File: src/hdl/afrd_pkg.sv
// afrd_pkg: shared types and constants for the api frame receive deframer
// no dependencies; used by the interfaces, core and top level

package afrd_pkg;

  localparam int unsigned ByteW   = 8;
  localparam int unsigned LenW    = 16;

  localparam logic [ByteW-1:0] DelimByte    = 8'h7E;
  localparam logic [ByteW-1:0] RxTypeByte   = 8'h90;
  localparam logic [LenW-1:0]  PayloadStart = 16'd12;

  // frame parser phase
  typedef enum logic [2:0] {
    PH_HUNT   = 3'd0,
    PH_LEN_HI = 3'd1,
    PH_LEN_LO = 3'd2,
    PH_BODY   = 3'd3,
    PH_CSUM   = 3'd4
  } phase_t;

  // one result beat out of the core
  typedef struct packed {
    logic             valid;
    logic [ByteW-1:0] data;
    logic             last;
  } result_t;

endpackage

File: src/hdl/afrd_in_if.sv
// afrd_in_if: valid/ready channel carrying one received serial byte per beat
// depends on afrd_pkg

interface afrd_in_if;
  logic                       valid;
  logic                       ready;
  logic [afrd_pkg::ByteW-1:0] rx_byte;

  modport source (output valid, output rx_byte, input ready);
  modport sink   (input valid, input rx_byte, output ready);
endinterface

File: src/hdl/afrd_out_if.sv
// afrd_out_if: valid/ready channel carrying one payload byte per beat
// depends on afrd_pkg

interface afrd_out_if;
  logic                       valid;
  logic                       ready;
  logic [afrd_pkg::ByteW-1:0] payload_byte;
  logic                       payload_last;

  modport source (output valid, output payload_byte, output payload_last, input ready);
  modport sink   (input valid, input payload_byte, input payload_last, output ready);
endinterface

File: src/hdl/afrd_core.sv
// afrd_core: frame phase machine, length/count registers and one-byte payload hold
// depends on afrd_pkg; steps once per byte when step_en is high

module afrd_core (
  input  logic                       clk,
  input  logic                       rst_n,
  input  logic                       step_en,
  input  logic [afrd_pkg::ByteW-1:0] byte_in,
  output afrd_pkg::result_t          result
);

  afrd_pkg::phase_t             phase_r, phase_nxt;
  logic [afrd_pkg::LenW-1:0]    len_r, len_nxt;
  logic [afrd_pkg::LenW-1:0]    count_r, count_nxt;
  logic                         accepted_r, accepted_nxt;
  logic [afrd_pkg::ByteW-1:0]   held_r, held_nxt;
  logic                         held_valid_r, held_valid_nxt;

  logic                         acc_now;
  logic [afrd_pkg::LenW-1:0]    count_inc;

  assign count_inc = count_r + afrd_pkg::LenW'(1);

  // type check happens on the first body byte
  assign acc_now = (count_r == '0)
                 ? ((byte_in == afrd_pkg::RxTypeByte) && (len_r > afrd_pkg::PayloadStart))
                 : accepted_r;

  // next state and result for one byte
  always_comb begin
    phase_nxt      = phase_r;
    len_nxt        = len_r;
    count_nxt      = count_r;
    accepted_nxt   = accepted_r;
    held_nxt       = held_r;
    held_valid_nxt = held_valid_r;
    result         = '0;
    case (phase_r)
      afrd_pkg::PH_LEN_HI: begin
        len_nxt   = {byte_in, {afrd_pkg::ByteW{1'b0}}};
        phase_nxt = afrd_pkg::PH_LEN_LO;
      end
      afrd_pkg::PH_LEN_LO: begin
        len_nxt        = {len_r[afrd_pkg::LenW-1:afrd_pkg::ByteW], byte_in};
        count_nxt      = '0;
        accepted_nxt   = 1'b0;
        held_valid_nxt = 1'b0;
        phase_nxt      = ({len_r[afrd_pkg::LenW-1:afrd_pkg::ByteW], byte_in} == '0)
                       ? afrd_pkg::PH_CSUM : afrd_pkg::PH_BODY;
      end
      afrd_pkg::PH_BODY: begin
        accepted_nxt = acc_now;
        if (acc_now && (count_r >= afrd_pkg::PayloadStart)) begin
          result.valid   = held_valid_r;
          result.data    = held_r;
          result.last    = 1'b0;
          held_nxt       = byte_in;
          held_valid_nxt = 1'b1;
        end
        count_nxt = count_inc;
        if (count_inc == len_r) begin
          phase_nxt = afrd_pkg::PH_CSUM;
        end
      end
      afrd_pkg::PH_CSUM: begin
        result.valid   = held_valid_r;
        result.data    = held_r;
        result.last    = 1'b1;
        held_valid_nxt = 1'b0;
        accepted_nxt   = 1'b0;
        phase_nxt      = afrd_pkg::PH_HUNT;
      end
      default: begin
        phase_nxt = (byte_in == afrd_pkg::DelimByte) ? afrd_pkg::PH_LEN_HI
                                                     : afrd_pkg::PH_HUNT;
      end
    endcase
    if (!step_en) begin
      result.valid = 1'b0;
    end
  end

  // state registers
  always_ff @(posedge clk) begin
    if (!rst_n) begin
      phase_r      <= afrd_pkg::PH_HUNT;
      len_r        <= '0;
      count_r      <= '0;
      accepted_r   <= 1'b0;
      held_r       <= '0;
      held_valid_r <= 1'b0;
    end else if (step_en) begin
      phase_r      <= phase_nxt;
      len_r        <= len_nxt;
      count_r      <= count_nxt;
      accepted_r   <= accepted_nxt;
      held_r       <= held_nxt;
      held_valid_r <= held_valid_nxt;
    end
  end

endmodule

File: src/hdl/api_frame_receive_deframer_unit.sv
// path: taken byte -> input register -> core logic -> output register
// throughput: one byte per cycle; the input register advances whenever the output
// register is empty or its beat is taken in the same cycle
// reset: synchronous active-low rst_n clears both registers' valid bits and the
// parser state (hunting for the delimiter, counters and held byte cleared)
// depends on afrd_pkg, afrd_in_if, afrd_out_if and afrd_core

module api_frame_receive_deframer_unit (
  input  logic        clk,
  input  logic        rst_n,
  afrd_in_if.sink     in_bus,
  afrd_out_if.source  out_bus
);

  logic                        in_valid_r;
  logic [afrd_pkg::ByteW-1:0]  in_byte_r;
  logic                        out_valid_r;
  logic [afrd_pkg::ByteW-1:0]  out_byte_r;
  logic                        out_last_r;
  logic                        advance;
  logic                        step_en;
  afrd_pkg::result_t           core_res;

  // input stage moves on when the output register can take its result
  assign advance      = !out_valid_r || out_bus.ready;
  assign step_en      = in_valid_r && advance;
  assign in_bus.ready = !in_valid_r || advance;

  // input register
  always_ff @(posedge clk) begin
    if (!rst_n) begin
      in_valid_r <= 1'b0;
    end else if (in_bus.ready) begin
      in_valid_r <= in_bus.valid;
    end
  end

  always_ff @(posedge clk) begin
    if (in_bus.valid && in_bus.ready) begin
      in_byte_r <= in_bus.rx_byte;
    end
  end

  afrd_core u_core (
    .clk     (clk),
    .rst_n   (rst_n),
    .step_en (step_en),
    .byte_in (in_byte_r),
    .result  (core_res)
  );

  // output register
  always_ff @(posedge clk) begin
    if (!rst_n) begin
      out_valid_r <= 1'b0;
    end else if (advance) begin
      out_valid_r <= core_res.valid;
    end
  end

  always_ff @(posedge clk) begin
    if (advance && core_res.valid) begin
      out_byte_r <= core_res.data;
      out_last_r <= core_res.last;
    end
  end

  assign out_bus.valid        = out_valid_r;
  assign out_bus.payload_byte = out_byte_r;
  assign out_bus.payload_last = out_last_r;

endmodule

File: src/flat_wrapper.sv
// flat-port wrapper written by rule: the top's interface ports become plain ports
module api_frame_receive_deframer_unit_flat 
  (clk, rst_n, in_bus_valid, in_bus_rx_byte, in_bus_ready, out_bus_valid, out_bus_payload_byte, out_bus_payload_last, out_bus_ready);
  afrd_in_if in_bus_i ();
  afrd_out_if out_bus_i ();
  input  logic clk;
  input  logic rst_n;
  input wire logic [$bits(in_bus_i.valid)-1:0] in_bus_valid;
  input wire logic [$bits(in_bus_i.rx_byte)-1:0] in_bus_rx_byte;
  output wire logic [$bits(in_bus_i.ready)-1:0] in_bus_ready;
  output wire logic [$bits(out_bus_i.valid)-1:0] out_bus_valid;
  output wire logic [$bits(out_bus_i.payload_byte)-1:0] out_bus_payload_byte;
  output wire logic [$bits(out_bus_i.payload_last)-1:0] out_bus_payload_last;
  input wire logic [$bits(out_bus_i.ready)-1:0] out_bus_ready;
  assign in_bus_i.valid = in_bus_valid;
  assign in_bus_i.rx_byte = in_bus_rx_byte;
  assign in_bus_ready = in_bus_i.ready;
  assign out_bus_valid = out_bus_i.valid;
  assign out_bus_payload_byte = out_bus_i.payload_byte;
  assign out_bus_payload_last = out_bus_i.payload_last;
  assign out_bus_i.ready = out_bus_ready;
  api_frame_receive_deframer_unit u_core (.clk(clk), .rst_n(rst_n), .in_bus(in_bus_i), .out_bus(out_bus_i));
endmodule
File: config.mk
export PLATFORM = sky130hd
export DESIGN_NAME = api_frame_receive_deframer_unit_flat
export DESIGN_NICKNAME = d
export VERILOG_FILES = /design/src/hdl/afrd_pkg.sv /design/src/hdl/afrd_in_if.sv /design/src/hdl/afrd_out_if.sv /design/src/hdl/afrd_core.sv /design/src/hdl/api_frame_receive_deframer_unit.sv /design/src/flat_wrapper.sv
export SDC_FILE = /design/constraint.sdc
export NUM_CORES = 1
export LEC_CHECK = 0
export ABC_AREA = 1
export BUFFER_PORTS_ARGS = -buffer_cell sky130_fd_sc_hd__buf_4
export CORE_MARGIN = 4
export CORE_UTILIZATION = 62
export CTS_BUF_LIST = sky130_fd_sc_hd__clkbuf_4
export CTS_CLUSTER_DIAMETER = 60
export DETAILED_ROUTE_END_ITERATION = 10
export GPL_ROUTABILITY_DRIVEN = 0
export PLACE_DENSITY = 0.84
export SLEW_MARGIN = 20
export SYNTH_ARGS = -nofsm -noshare
export SYNTH_HDL_FRONTEND = slang
export SYNTH_SLANG_ARGS = --single-unit
File: constraint.sdc
create_clock -name clk -period 2.2 [get_ports clk]
set_input_delay 0.22 -clock clk [delete_from_list [all_inputs] [get_ports clk]]
set_output_delay 0.22 -clock clk [all_outputs]
set_load 0.01 [all_outputs]
* Word-level counts from Yosys, hierarchy flattened *
Index checks and enable logic that the tools add are counted.

operators by class
  add/sub/neg operators = 1
  reduce and logical (&&, ||, !) cells = 22
  magnitude comparators = 2
  muxes and demuxes = 13
  bitwise logic cells = 1
  equal/unequal tests = 9

operators by type and width
  cell                   count
  $pmux 16 s2            2
  $logic_not 16->1       2
  $pmux 10 s2            1
  $add 16x1->16 const B  1
  $eq 16x16->1           1
  $ge 16x4->1 const B    1
  $gt 16x4->1 const B    1
  $pmux 3 s4             1
  $mux 10                1
  $reduce_and 3->1       3
  $eq 8x7->1 const B     1
  $eq 8x8->1 const B     1
  $reduce_and 2->1       4
  $eq 3x2->1 const B     2
  $mux 3                 2
  $reduce_bool 2->1      3
  $logic_and 1x1->1      5
  $mux 1                 4
  $ne 2x2->1 const B     2
  $pmux 1 s2             2
  $eq 3x1->1 const B     1
  $eq 3x3->1 const B     1
  $logic_not 1->1        2
  $logic_or 1x1->1       2
  other kinds (2)        2

word-level totals
  output and inout bits = 11
  flip-flop bits (word level) = 64
  word-level logic and storage cells = 60

* Longest topological paths before layout *
Gate-level depths: netlist of the first run.

  word-level depth = 8
  mapped depth = 17
  depth with buffers taken out = 17

* Hierarchy *
Synthesis of the first run repeated with hierarchy kept, for this count alone.

unflattened totals
  cells, all modules = 469
  area, all modules = 3407.0 µm²

modules (own cells, without submodules)
  module                           cells an instance  instances  area an instance (µm²)
  afrd_core                        435                1          2778.9
  api_frame_receive_deframer_unit  34                 1          628.1

* Worst setup path before layout of the first run *
OpenSTA, ideal clock, no wires.

  path type = reg2reg
  start point = register u_core.u_core.count_r[0] (netlist name)
  end point = register u_core.out_byte_r (netlist bit u_core.out_bus.payload_byte[0]) (enable)
  cell stages (with the launch flop) = 12
  path buffers = 0
  data arrival time = 1.560 ns
  data required time = 1.871 ns
  setup slack = 0.311 ns
  path through = dfxtp_1 inv_2 ha_1 nand3_1 nor2_1 nand2_1 inv_1 or2_2 nand3_1 o21ai_0 nand3_1 inv_1

between the ends
  longest elaborated chain between the ends = 7

ends and longest elaborated chain
  what                                                 RTL line                               text
  start: declaration                                   afrd_core.sv:14                        logic [afrd_pkg::LenW-1:0] count_r, count_nxt;
  start signal: assignment                             afrd_core.sv:95                        count_r <= count_nxt;
  branches (longest 2 deep; another with $ge 16x4->1)  --
  $logic_and 1x1->1 (*)                                afrd_core.sv:53                        if (acc_now && (count_r >= afrd_pkg::PayloadStart)) begin
  $mux 10 (*)                                          afrd_core.sv:53
  $pmux 10 s2 (*)                                      afrd_core.sv:38                        case (phase_r)
  $mux 1 (*)                                           afrd_core.sv:78                        if (!step_en) begin
  $logic_and 1x1->1 (*)                                api_frame_receive_deframer_unit.sv:62  if (advance && core_res.valid) begin
  end signal: assignment                               api_frame_receive_deframer_unit.sv:63  out_byte_r <= core_res.data;
  end: declaration                                     api_frame_receive_deframer_unit.sv:18  logic [afrd_pkg::ByteW-1:0] out_byte_r;

Mark *: on every way between the ends.
A chain may end at the register's enable or synchronous reset.

* Final worst setup path of the first run *
  start point = register u_core.in_byte_r[3] (netlist name)
  end point = register u_core.out_byte_r (netlist bit u_core.out_bus.payload_byte[0]) (enable)

between the ends
  longest elaborated chain between the ends = 8

ends and longest elaborated chain
  what                      RTL line                               text
  start: declaration        api_frame_receive_deframer_unit.sv:16  logic [afrd_pkg::ByteW-1:0] in_byte_r;
  start signal: assignment  api_frame_receive_deframer_unit.sv:40  in_byte_r <= in_bus.rx_byte;
  $eq 8x8->1                afrd_core.sv:26                        ? ((byte_in == afrd_pkg::RxTypeByte) && (len_r > afrd_pkg::PayloadStart))
  $logic_and 1x1->1         afrd_core.sv:26
  $mux 1                    afrd_core.sv:26
  $logic_and 1x1->1         afrd_core.sv:53
  $mux 10                   afrd_core.sv:53
  $pmux 10 s2               afrd_core.sv:38
  $mux 1                    afrd_core.sv:78
  $logic_and 1x1->1         api_frame_receive_deframer_unit.sv:62

No other way between the ends.

==> impl_metrics.yaml, run 1 <==
timing:
  skew_ns: 0.00947
  worstMarginPinSlew_ns: 0.535
  rsz0062_at_grt: "yes"
  period_share_pct: 98.1
  slew_viol_final: 0
  max_freq_mhz: 464
  final-hold-violation-count: 0
  setup_viol: 0
  tns_ns: 0
  min_period_ns: 2.16
  relSlewSlack_pct: 64.3
outcome:
  status: "finished, final reports clean"
floorplan:
  std_cell_rows: 26
  die_area_um2: 6570
  die_w_um: 81.0
  coreArea_um2: 5140
  io_pins: 23
  die_y_um: 81.0
  initial_utilization_pct: 64.4
drt:
  drtIter0Drc: 388
  m1WireLength_um: 3610
  met3RoutedLength_um: 613
  drc: 0
  antenna_left: 0
  vias_per_cell: 5.64
  wire_per_inst_um: 14.2
  vias: 3253
  routed_wirelength_um: 8210
  first_pass_iters: 6
  top_layer_used: "met4"
  wl_met2_um: 3780
synthesis:
  synth_top_area_cell: "dfxtp_1"
  synth-warning-count: 0
  yosysSeqAreaShare_pct: 43.9
  syn_area_um2: 3310
  yosys-top-cells-area: "dfxtp_1, edfxtp_1, nand2_1"
  synth.avg_cell_area_um2: 7.19
  synth_top_cell_area_share_pct: 28.4
  yosysUniqueCellTypes: 34
  syn_inst: 460
  synthesis.nets: 474
  synth.ff_latch_count: 64
cells_and_area:
  fin_util_pct: 74.4
  diodes: 0
  layout_commonest_cell: "nand2_1"
  synthToLayoutAreaGrowth_pct: 15.7
  layout.nets: 516
  regArea_um2: 1460
  drive_above_1_share_pct: 14.0
  nFillCells: 437
  multiInputGateArea_um2: 1560
  layout_common_cells: "nand2_1, inv_1, nand3_1"
critical_path:
  critPathRequiredTime_ns: 2.32
  slowest_stage: "edfxtp_1"
  worstRegToRegCells: 9
  reg2reg_slack_ns: 0.04
  r2r-end: "u_core.out_bus.payload_byte[0]$_DFFE_PP_"
  r2r-start: "u_core.in_byte_r[3]$_DFFE_PP_"
  critPathMaxFanout: 9
  cp-end-kind: "flop"
  crit_family: "simple AND/OR/NAND/NOR gates"
  cpPeakStageDelay_ns: 0.45
  critical_path_buf_inv_count: 2
  worstSetupStartpoint: "u_core.in_byte_r[3]$_DFFE_PP_"
  crit_chain: "inv_1 -> nand4_1 -> nor4_1 -> nand2_1 -> nand2_1 -> nand3_1 -> o21ai_0 -> nand3_1 -> inv_4"
  critPathKind: "reg -> reg"
  cp.arrival_ns: 2.28
  cp-start-kind: "flop"
  crit_end: "u_core.out_bus.payload_byte[0]$_DFFE_PP_"
  path_depth: 9
pwr:
  power.density_nw_per_um2: 571
  vdd.ir_drop.worst_mv: 0.437
  leakage_nw: 1.54
global_routing:
  grt_pass1_vias: 2846
  grt-ovfl-total: 0
  grt_pass1_wl_um: 13300
  antenna_found_initial: 0
  grt_max_degree: 26
  grt_use_total_pct: 26.2
worst_hold_path:
  hold_class: "in -> reg"
cts:
  clock-sinks: 64
  cts_buffers: 9
  clock_latency_ns: 0.41
  cts_tree: "built"
  root_buffer: "clkbuf_4"
  path_clk_slew_ns: 0.11
  cts_buffer_depth: 2
  h-tree-depth: 3
  cts_setup_buffers: 0
placed_design:
  port_buffers: 22
  hpwl_um: 5820
run:
  maxCapViolCount: 0
## state kept, by name, summed over array words and instances, names as in the netlist
signal / cells
u_core.u_core.phase_r: 3
u_core.out_bus.valid: 1
u_core.in_valid_r: 1
u_core.u_core.len_r: 16
u_core.u_core.accepted_r: 1
u_core.out_bus.payload_last: 1
u_core.u_core.count_r: 16
u_core.in_byte_r: 8
u_core.u_core.held_r: 8
u_core.out_bus.payload_byte: 8
u_core.u_core.held_valid_r: 1
## cell families after synthesis
| kind of cell | share of synthesized area [%] |
|---|---|
| and+or+nand+nor | 32.1 |
| buffers and inverters | 9.49 |
| AOI/OAI and AO/OA | 12.2 |
| DFF | 43.9 |
| xor gates and xnor gates | 1.51 |
| adders and majority gates | 0.756 |
## Yosys cell counts
master / instances
inv_1: 66
o22ai_1: 5
xor2_1: 1
nor2_4: 3
nor3_1: 2
dfxtp_1: 47
xor3_1: 1
o211ai_1: 1
clkinv_1: 4
nor2_2: 3
o21ai_0: 12
nand3_1: 56
nor2_8: 1
o41ai_1: 1
or2_2: 1
nand2_1: 108
a21oi_1: 42
inv_2: 1
nand2_4: 2
nand3b_1: 1
buf_2: 2
a211oi_1: 7
nor4_1: 3
nand2_2: 3
buf_4: 2
o21bai_2: 1
xnor2_1: 2
clkbuf_1: 6
nand4_1: 9
o21ai_1: 3
nor2_1: 44
ha_1: 2
o21a_1: 1
edfxtp_1: 17
## worst min path at each step
| stage | endpoint | start | depth (start not counted) | slack, ns |
|---|---|---|---|---|
| 2_1_floorplan | u_core.in_byte_r[0]$_DFFE_PP_ | in_bus_rx_byte[0] | 0 | 0.32 |
| 3_3_place_gp | u_core.in_byte_r[4]$_DFFE_PP_ | in_bus_rx_byte[4] | 1 | 0.40 |
| 3_5_place_dp | u_core.in_byte_r[3]$_DFFE_PP_ | in_bus_rx_byte[3] | 1 | 0.40 |
| 4_1_cts | u_core.in_valid_r$_SDFFE_PN0N_ | in_bus_valid | 3 | 0.08 |
| 5_1_grt | u_core.in_valid_r$_SDFFE_PN0N_ | in_bus_valid | 3 | 0.10 |
| 6_report | u_core.in_valid_r$_SDFFE_PN0N_ | in_bus_valid | 3 | 0.1 |
## power by group
group	internal [W]	leakage, nW	switching [W]
combinational	0.0000568	0.943	0.0000926
sequential	0.00123	0.525	0.0000221
clock	0.000354	0.0738	0.000433
total	0.00164	1.54	0.000548
## area by class of cell
type / instances / share of cell area [%]
timing repair buffer: 40 / 8.37
clock buffer: 10 / 1.96
tap: 70 / 2.29
clock inverter: 6 / 1.57
multi-input combinational: 316 / 40.7
inverter: 71 / 7.03
sequential: 64 / 38.1
## tightest hold or removal path, delay by kind of cell
family | cells | cell delay [ns]
buffers and inverters | 1 | 0.08
AND/OR/NAND/NOR | 1 | 0.06
AO/OA/AOI/OAI | 1 | 0.11
## per-layer routing
layer	vias to the layer above	global-route usage, %
met4	0	11.3
li1	1595	-
met2	149	41.3
met5	-	0
met1	1490	35.5
met3	19	4.32
## timing repair
item / 4_1_cts / 5_1_grt
gates cloned: 0 / 1
pin swaps: 0 / 1
resized for setup: 1 / 8
endpoints found under the setup margin: 9 / 22
hold endpoints to repair: 8 / 0
hold buffers: 8 / 0
## per-stage QoR
step                      hold slack, ns  std cells  power [W]  cell area, um^2  setup WS (ns)
final                             0.0959        577    0.00219             3830         0.0427
after global routing               0.103        577    0.00226             3830         -0.145
after CTS                         0.0823        576    0.00219             3800         0.0622
after detailed placement           0.399        552    0.00141             3590        -0.0270
after global placement             0.398        552    0.00141             3590         0.0101
after floorplan                    0.319        460    0.00135             3310          0.311
No activity file was read; power rests on OpenSTA's default activity.
==> run 2: changes to the inputs <==
- CORE_MARGIN: 4 -> unset
- GPL_TIMING_DRIVEN: unset -> 0
==> run 2 against run 1 <==
Clock power about the same. Hold slack worse by 0.030 ns. Via count down 1.5%. Flip-flop and latch count unchanged. Sequential share of layout area decreased by 0.13 points. Count of clock-buffer cells in the layout unchanged. Register-to-register slack about the same. Combinational power barely moved. Global-route usage up 6.5 points. Critical path depth unchanged. Highest routed layer unchanged. Largest cell class unchanged. Clock skew is essentially flat. Largest power group unchanged.
==> impl_metrics.yaml, run 2 (same netlist as run 1, synthesis figures left out) <==
cells_and_area:
  layout_common_cells: "nand2_1, inv_1, nand3_1"
  diodes: 0
  fin_util_pct: 75.2
  synthToLayoutAreaGrowth_pct: 16.1
  fin_cells: 578
  fin_area_um2: 3840
  layout.nets: 517
  reg_top3: "u_core.u_core.count_r: 16 flops, u_core.u_core.len_r: 16 flops"
  drive_above_1_share_pct: 13.4
  layout_commonest_cell: "nand2_1"
drt:
  antenna_left: 0
  routed_wirelength_um: 8150
  drc: 0
  first_pass_iters: 5
  wire_per_inst_um: 14.1
  vias_per_cell: 5.54
  drtIter0Drc: 274
  vias: 3204
run:
  maxCapViolCount: 0
timing:
  relSlewSlack_pct: 62.7
  setup_ws_ns: 0.0536
  skew_ns: 0.00951
  period_share_pct: 97.6
  max_freq_mhz: 466
  worstMarginPinSlew_ns: 0.560
  setup_viol: 0
  rsz0062_at_grt: "yes"
  slew_viol_final: 0
  min_period_ns: 2.15
  final-hold-violation-count: 0
cts:
  cts_buffer_depth: 2
  h-tree-depth: 3
  clock-sinks: 64
  path_clk_slew_ns: 0.11
  cts_buffers: 9
  clock_latency_ns: 0.41
  cts_tree: "built"
  root_buffer: "clkbuf_4"
pwr:
  finalPower_w: 0.00218
  power.density_nw_per_um2: 567
  vdd.ir_drop.worst_mv: 0.425
  leakage_nw: 1.52
global_routing:
  grt_pass1_vias: 3024
  grt_max_degree: 12
  antenna_found_initial: 0
  grt-ovfl-total: 0
  grt_use_total_pct: 32.7
  grt_pass1_wl_um: 13500
placed_design:
  hpwl_um: 5680
  dp_slack_ns: -0.0392
  dp_cells: 552
  port_buffers: 22
  placed_area_um2: 3560
critical_path:
  critPathRequiredTime_ns: 2.34
  cp.arrival_ns: 2.29
  cp-end-kind: "flop"
  cp-start-kind: "flop"
  critPathKind: "reg -> reg"
  critPathMaxFanout: 4
floorplan:
  die_area_um2: 5630
  die_w_um: 75.0
  io_pins: 23
  die_y_um: 75.0
  coreArea_um2: 5110
  initial_utilization_pct: 64.8
  std_cell_rows: 26
outcome:
  status: "finished, final reports clean"
worst_hold_path:
  hold_class: "in -> reg"
## run 2: through the flow
stage	TNS, ns	hold WS [ns]
floorplan	0	0.319
global placement	-0.296	0.398
detailed placement	-0.349	0.399
CTS	0	0.0527
global route	-0.531	0.112
finish	0	0.0658
## run 2: final timing paths
kind | startpoint | to | slack [ns] | cells after the start
min reg2reg | u_core.u_core.accepted_r$_SDFFE_PN0P_ | u_core.u_core.accepted_r$_SDFFE_PN0P_ | 0.48 | 2
min | rst_n | u_core.u_core.held_r[0]$_SDFFE_PN0P_ | 0.07 | 3
max reg2reg | u_core.in_byte_r[3]$_DFFE_PP_ | u_core.out_bus.payload_byte[3]$_DFFE_PP_ | 0.05 | 9
max | u_core.in_byte_r[3]$_DFFE_PP_ | u_core.out_bus.payload_byte[3]$_DFFE_PP_ | 0.05 | 9
## run 2: cell type report
| class | count | area [um^2] |
|---|---|---|
| Clock inverter | 6 | 60.1 |
| Sequential cell | 64 | 1460 |
| Multi-Input combinational cell | 315 | 1580 |
| Clock buffer | 10 | 75.1 |
| Fill cell | 390 | 1260 |
| Timing Repair inverter | 1 | 7.51 |
| Inverter | 71 | 269 |
| Timing Repair Buffer | 31 | 253 |
| Tap cell | 70 | 87.6 |
| Buffer | 10 | 47.5 |
## run 2: report_power, final
group / switching, W / total [W] / internal (W) / leakage (nW)
clock: 0.000432 / 0.000785 / 0.000353 / 0.0738
combinational: 0.0000935 / 0.000146 / 0.0000525 / 0.927
sequential: 0.0000206 / 0.00125 / 0.00123 / 0.524
total: 0.000546 / 0.00218 / 0.00163 / 1.52
## run 2: worst max-delay path, stage by stage (launching register included)
cell	delay, ns
edfxtp_1	0.44
inv_1	0.16
nand4_1	0.15
nor4_1	0.20
nand2_1	0.08
nand2_1	0.08
nand3_1	0.13
o21ai_1	0.23
nand3_2	0.21
clkinvlp_4	0.18
## run 2: what timing repair did
action	CTS	global route
endpoints found under the setup margin	9	29
resized for setup	1	15
buffers inserted	0	1
gates cloned	0	1
hold buffers	8	0
hold endpoints to repair	8	0
pin swaps	0	3
## run 2: routing by layer
| metal | vias up | part of all wire, % | track usage, % |
|---|---|---|---|
| li1 | 1595 | - | - |
| met5 | - | 0 | 0 |
| met1 | 1491 | 42 | 40.1 |
| met3 | 18 | 6.0 | 5.62 |
| met2 | 100 | 50 | 56.5 |
| met4 | 0 | 2.2 | 14.0 |
